## src/chm_pkg.sv

```systemverilog
// Shared types, constants and status codes for the calorimeter hit merger.
// No dependencies; every other file of the block imports this package.
package chm_pkg;

	localparam int NUM_CELLS_DEF     = 1024;
	localparam int HITS_PER_CELL_DEF = 32;

	localparam int TW  = 20;
	localparam int EW  = 24;
	localparam int ZW  = 12;
	localparam int IDW = 7;
	localparam int NUM_REGS = 3;

	localparam logic [1:0] REG_THRESH = 2'd0;
	localparam logic [1:0] REG_RES    = 2'd1;
	localparam logic [1:0] REG_LIMIT  = 2'd2;

	localparam logic [EW-1:0] E_MAX = {EW{1'b1}};

	typedef enum logic [2:0] {
		ST_MERGED   = 3'd0,
		ST_NEW      = 3'd1,
		ST_DROPPED  = 3'd2,
		ST_RO_HIT   = 3'd3,
		ST_RO_EMPTY = 3'd4
	} status_t;

	typedef enum logic [3:0] {
		S_CLEAR,
		S_IDLE,
		S_CNT,
		S_RD,
		S_CHK,
		S_MUL_T,
		S_MUL_T2,
		S_MUL_Z,
		S_MUL_Z2,
		S_DIV,
		S_WB,
		S_APPEND,
		S_RO_RD,
		S_RO_CHK,
		S_DONE
	} state_t;

	// Start request and answer of the shared divider
	typedef struct packed {
		logic               start;
		logic               neg;
		logic [EW+TW:0]     num;
		logic [EW:0]        den;
	} div_req_t;

	typedef struct packed {
		logic               done;
		logic [EW+TW:0]     quo;
	} div_rsp_t;

endpackage

```

## src/chm_div.sv

```systemverilog
// Restoring divider, one quotient bit per cycle, with floor rounding for
// negative numerators. Depends on chm_pkg.
module chm_div
	import chm_pkg::*;
(
	input  logic     clk,
	input  logic     arst_n,
	input  div_req_t req,
	output div_rsp_t rsp
);

	localparam int NW = EW + TW + 1;
	localparam int DW = EW + 1;
	localparam int CW = $clog2(NW + 1);

	logic [NW-1:0] quo_q;
	logic [DW:0]   rem_q;
	logic [DW-1:0] den_q;
	logic          neg_q;
	logic [CW-1:0] cnt_q;
	logic          busy_q;
	logic          done_q;
	logic [DW:0]   trial;
	logic [DW:0]   shifted;

	// Shift in the next numerator bit and try the subtract
	assign shifted = {rem_q[DW-1:0], quo_q[NW-1]};
	assign trial   = shifted - {1'b0, den_q};

	always_ff @(posedge clk or negedge arst_n) begin
		if (!arst_n) begin
			busy_q <= 1'b0;
			done_q <= 1'b0;
			cnt_q  <= '0;
		end else begin
			done_q <= 1'b0;
			if (req.start) begin
				busy_q <= 1'b1;
				cnt_q  <= CW'(NW);
			end else if (busy_q) begin
				cnt_q <= cnt_q - 1'b1;
				if (cnt_q == CW'(1)) begin
					busy_q <= 1'b0;
					done_q <= 1'b1;
				end
			end
		end
	end

	always_ff @(posedge clk) begin
		if (req.start) begin
			quo_q <= req.num;
			den_q <= req.den;
			neg_q <= req.neg;
			rem_q <= '0;
		end else if (busy_q) begin
			if (!trial[DW]) begin
				rem_q <= trial;
				quo_q <= {quo_q[NW-2:0], 1'b1};
			end else begin
				rem_q <= shifted;
				quo_q <= {quo_q[NW-2:0], 1'b0};
			end
		end
	end

	// Floor: a negative quotient with a remainder steps down one more
	always_comb begin
		rsp.done = done_q;
		if (neg_q)
			rsp.quo = (rem_q != '0) ? ~quo_q : (~quo_q + 1'b1);
		else
			rsp.quo = quo_q;
	end

endmodule

```

## config.mk

```make
export PLATFORM = sky130hd
export DESIGN_NAME = chm_div
export DESIGN_NICKNAME = d
export VERILOG_FILES = /design/src/chm_pkg.sv /design/src/chm_div.sv
export SDC_FILE = /design/constraint.sdc
export NUM_CORES = 1
export LEC_CHECK = 0
export BUFFER_PORTS_ARGS = -buffer_cell sky130_fd_sc_hd__buf_4
export CORE_MARGIN = 5
export CORE_UTILIZATION = 40
export DETAILED_ROUTE_END_ITERATION = 16
export SETUP_SLACK_MARGIN = 0.2
export SYNTH_ARGS = -nofsm -noshare
export SYNTH_HDL_FRONTEND = slang
export SYNTH_SLANG_ARGS = --single-unit
```

## constraint.sdc

```tcl
create_clock -name clk -period 3.5 [get_ports clk]
set_input_delay 0.35 -clock clk [delete_from_list [all_inputs] [get_ports clk]]
set_output_delay 0.35 -clock clk [all_outputs]
set_load 0.02 [all_outputs]
```

# ---- Yosys cells after proc, flatten, opt, wreduce, memory -nomap -nowiden
# Index checks and enable logic that the tools add are counted.
dict set report totals {
  reg_bits 105
  output_inout_bits 46
  elab_cells 28
}
dict set report op_classes {
  addsub 3
  n_eq_ne 1
  mux 14
  bitwise 1
  reduce_logical 2
}
# op count
set ops {}
lappend ops {{$mux 45} 4}
lappend ops {{$add 45x1->45 const B} 1}
lappend ops {{$not 45->45} 1}
lappend ops {{$mux 26} 1}
lappend ops {{$reduce_bool 26->1} 1}
lappend ops {{$sub 26x25->26} 1}
lappend ops {{$mux 6} 2}
lappend ops {{$mux 1} 7}
lappend ops {{$eq 6x1->1 const B} 1}
lappend ops {{$sub 6x1->6 const B} 1}
lappend ops {{$reduce_bool 2->1} 1}

# ---- Logic depth before layout (Yosys ltp)
dict set report logic_depth {
  ltp_word 4
  ltp_mapped 17
  mapped_depth_nobuf 15
}

# ---- Worst setup path after synthesis
# OpenSTA, ideal clock, no wires.
dict set report synth_path {
  path_kind {reg2reg}
  from {register den_q[1]}
  to {register rem_q[19]}
  setup_ns 0.074
  t_arrival_ns 3.251
  t_required_ns 3.426
  setup_slack_ns 0.175
  stages_incl_launch_ff 16
  cell_sequence {edfxtp_1 > inv_1 > ha_1 > nor2b_1 > o31a_1 > o31ai_1 > o22a_1 > a21oi_1 > nor4_1 > o21bai_1 > ha_1 > clkbuf_1 > clkinv_1 > or3_1 > mux2_2 > a31oi_1}
}
dict set report synth_between {
  elab_chain_len 2
}
# element line_no
set synth_lines {}
lappend synth_lines {{start, declared} chm_div.sv:18} ;# logic [DW-1:0] den_q;
lappend synth_lines {{start signal, assigned} chm_div.sv:53} ;# den_q <= req.den;
lappend synth_lines {{$sub 26x25->26} chm_div.sv:28} ;# assign trial = shifted - {1'b0, den_q};
lappend synth_lines {{$mux 26} chm_div.sv:57} ;# if (!trial[DW]) begin
lappend synth_lines {{end signal, assigned} chm_div.sv:58} ;# rem_q <= trial;
lappend synth_lines {{end signal, assigned} chm_div.sv:61} ;# rem_q <= shifted;
lappend synth_lines {{end, declared} chm_div.sv:17} ;# logic [DW:0] rem_q;
# No other way between the ends.
# A chain may end at the register's enable or synchronous reset.

==> reports/metrics.cfg <==
[run_status]
status=complete, but fails checks
violations=negative setup slack

[grt]
antenna_found_initial=0
grt_remaining_overflow=0
grt_max_degree=69
grt_usage_pct=17.62
grt_pass1_vias=5335
grt_pass1_wl_um=26570

[clock_network]
clk_pin_slew_ps=70
clockRootBuffer=clkbuf_16
cts_sinks=105
cts_buffer_depth=2
cts_tree=built
numCtsBuffers=9
clk_latency_ps=360
cts_max_level=3

[layout]
n_antenna_cell=0
register_area_um2=2858
syn2layout_area_growth_pct=35.63
final.fill_count=1378
fin_nets=897
final_common_cell=buf_4
final_cell_mix=buf_4, edfxtp_1, xnor2_1, mux2_2, inv_1
fin_cells=1014
drive_gt1_share_pct=38.60
multi_input_area_um2=3784

[sta]
tns_ps=-217.9
fmax_mhz=276.4
period_share_pct=103.4
fin_skew_ps=10.07
layout_min_cycle_time_ps=3618
rsz0062_at_grt=true
slew_viol_final=0
setup_viol=3
hold_viol_final=0
slew_headroom_pct=7.053
worst_slack_ps=-118.4
tightest_slew_ps=1394

[placed_design]
pre_cts_slack_ps=166.0
gp_congestion=0.8746
post-dp-hpwl_um=12330
port_buffers=119
dp.cells=965

[power]
p_per_area_nw_per_um2=648.2
p_total_mw=5.708
ir_drop_v=0.0003612
p_leak_nw=3.533

[worst_setup_path]
worstSetupStartpointType=flip-flop
critPathMaxFanout=2
cp.required_ps=3150
endpoint_kind=output pin
critical_path_class=reg2out
critPathArrivalTime_ps=3270

[synth]
syn-instance-count=634
ys_types=61
syn_area_um2=6492
ys_seq_area_share_pct=43.94
yosys_warnings=0
synth-seq-cells=105
synth_edf_count=71
syn_nets=738
async_reset_ff_share_pct=7.619
synth_ff_type=edfxtp_1
syn_area_per_cell_um2=10.24

[drt]
drc=0
drt_iter0_markers=329
drt-pass1-iter-count=4
wl_um=17260
num_vias=5464
viasPerCell=5.389
ant_nets=0
wire_per_inst_um=17.02

[floorplanning]
initial_core_util_pct=40.87
core_area_um2=15890
pin_count=120
dieWidth_um=137.4
dieHeight_um=137.4
dieArea_um2=18880
rows=46

[run]
max_cap_viol_count=0

[worst_hold_path]
hold_path.class=in2reg

-- routing by layer --
| layer | track usage (%) | routed length (um) | vias to the layer above |
|---|---|---|---|
| li1 | - | - | 2677 |
| met1 | 23.13 | 7795 | 2624 |
| met2 | 29.34 | 8248 | 143 |
| met3 | 3.506 | 966 | 20 |
| met4 | 5.377 | 246 | 0 |
| met5 | 0 | 0 | - |
-- registers in the layout, summed over array words and instances (netlist names) --
signal / flops
neg_q: 1
busy_q: 1
rem_q: 26
done_q: 1
cnt_q: 6
quo_q: 45
den_q: 25
-- cells by family after synthesis --
| kind of cell | after synthesis | share of synthesized area [%] |
|---|---|---|
| DFF | 105 | 43.94 |
| buffers and inverters | 71 | 4.163 |
| AOI/OAI and AO/OA | 166 | 16.81 |
| and+or+nand+nor | 149 | 12.16 |
| adders and majority gates | 30 | 5.897 |
| muxes | 49 | 8.402 |
| xor gates and xnor gates | 64 | 8.634 |
-- report_power, final --
| group | total, mW | internal, mW | switching, mW | leakage, nW |
|---|---|---|---|---|
| clock | 1.17 | 0.714 | 0.458 | 0.164 |
| combinational | 2.73 | 1.30 | 1.43 | 2.33 |
| sequential | 1.80 | 1.55 | 0.254 | 1.04 |
| total | 5.71 | 3.57 | 2.14 | 3.53 |
-- cell type report --
class / count / area share [%]
clock buffer: 10 / 2.714
clock inverter: 6 / 1.194
inverter: 42 / 1.819
tap: 216 / 3.069
sequential: 105 / 32.45
timing repair buffer: 176 / 15.70
multi-input combinational: 458 / 42.97
timing repair inverter: 1 / 0.08525
-- synth_stat cells (4+ instances only) --
library cell	n	share of area [%]
edfxtp_1	71	33
xnor2_1	54	7.3
mux2_2	44	7.6
inv_1	41	2.4
o21ai_0	39	3.0
nor2_1	37	2.1
a21oi_1	33	2.5
nand2_1	32	1.9
ha_1	29	5.6
clkbuf_1	26	1.5
dfxtp_1	26	8.0
o31ai_1	19	2.2
a211oi_1	14	1.6
nor4_1	12	1.2
xor2_1	10	1.3
a21o_1	8	0.93
a31oi_1	8	0.77
dfrtp_1	8	3.1
nand3_1	8	0.62
nor3_1	8	0.62
nand2b_1	7	0.67
o41ai_1	7	0.94
or3_1	7	0.67
and3_1	6	0.58
nand4_1	6	0.58
o21a_1	6	0.69
mux2i_1	5	0.77
nor3b_1	5	0.58
o22ai_1	5	0.48
o21bai_1	4	0.46
or4_1	4	0.46
-- worst max-delay path, stage by stage, from the launching register on --
cell and delay, ps:
edfxtp_1 390, or4_4 550, or4_4 430, or2_4 250
or4_4 420, or3_4 400, o31ai_4 180, xnor2_1 130
buf_4 160
-- per-stage QoR --
step | util [%] | hold WS [ps] | cell area, um2
after floorplan | - | 54.41 | 6499
after global placement | 48.79 | 171.8 | 7750
after detailed placement | 48.79 | 174.2 | 7750
after CTS | 51.95 | 154.5 | 8253
after global routing | 55.43 | 151.9 | 8806
final | 55.43 | 166.1 | 8806
-- path summary, 6_finish.rpt --
kind	start	endpoint	slack, ps	depth (start not counted)
worst max-delay path	quo_q[31]	rsp[44]	-120	8
worst min-delay path	req[17]	den_q[17]	170	1
worst max register to register	rem_q[13]	rem_q[19]	240	15
worst min register to register	rem_q[5]	rem_q[5]	540	2
max in group asynchronous	arst_n	cnt_q[0]	3020	2
min in group asynchronous	arst_n	done_q	350	2
-- repair_timing --
item                                   CTS  global route
resized for setup                       10            83
setup buffers                           13            18
endpoints found under the hold margin    8             0
hold buffers                             1             0
gates cloned                             0             1
pin swaps                                4            46
setup endpoints to repair               22            52
Note: power is estimated with default switching activity, not from simulation.
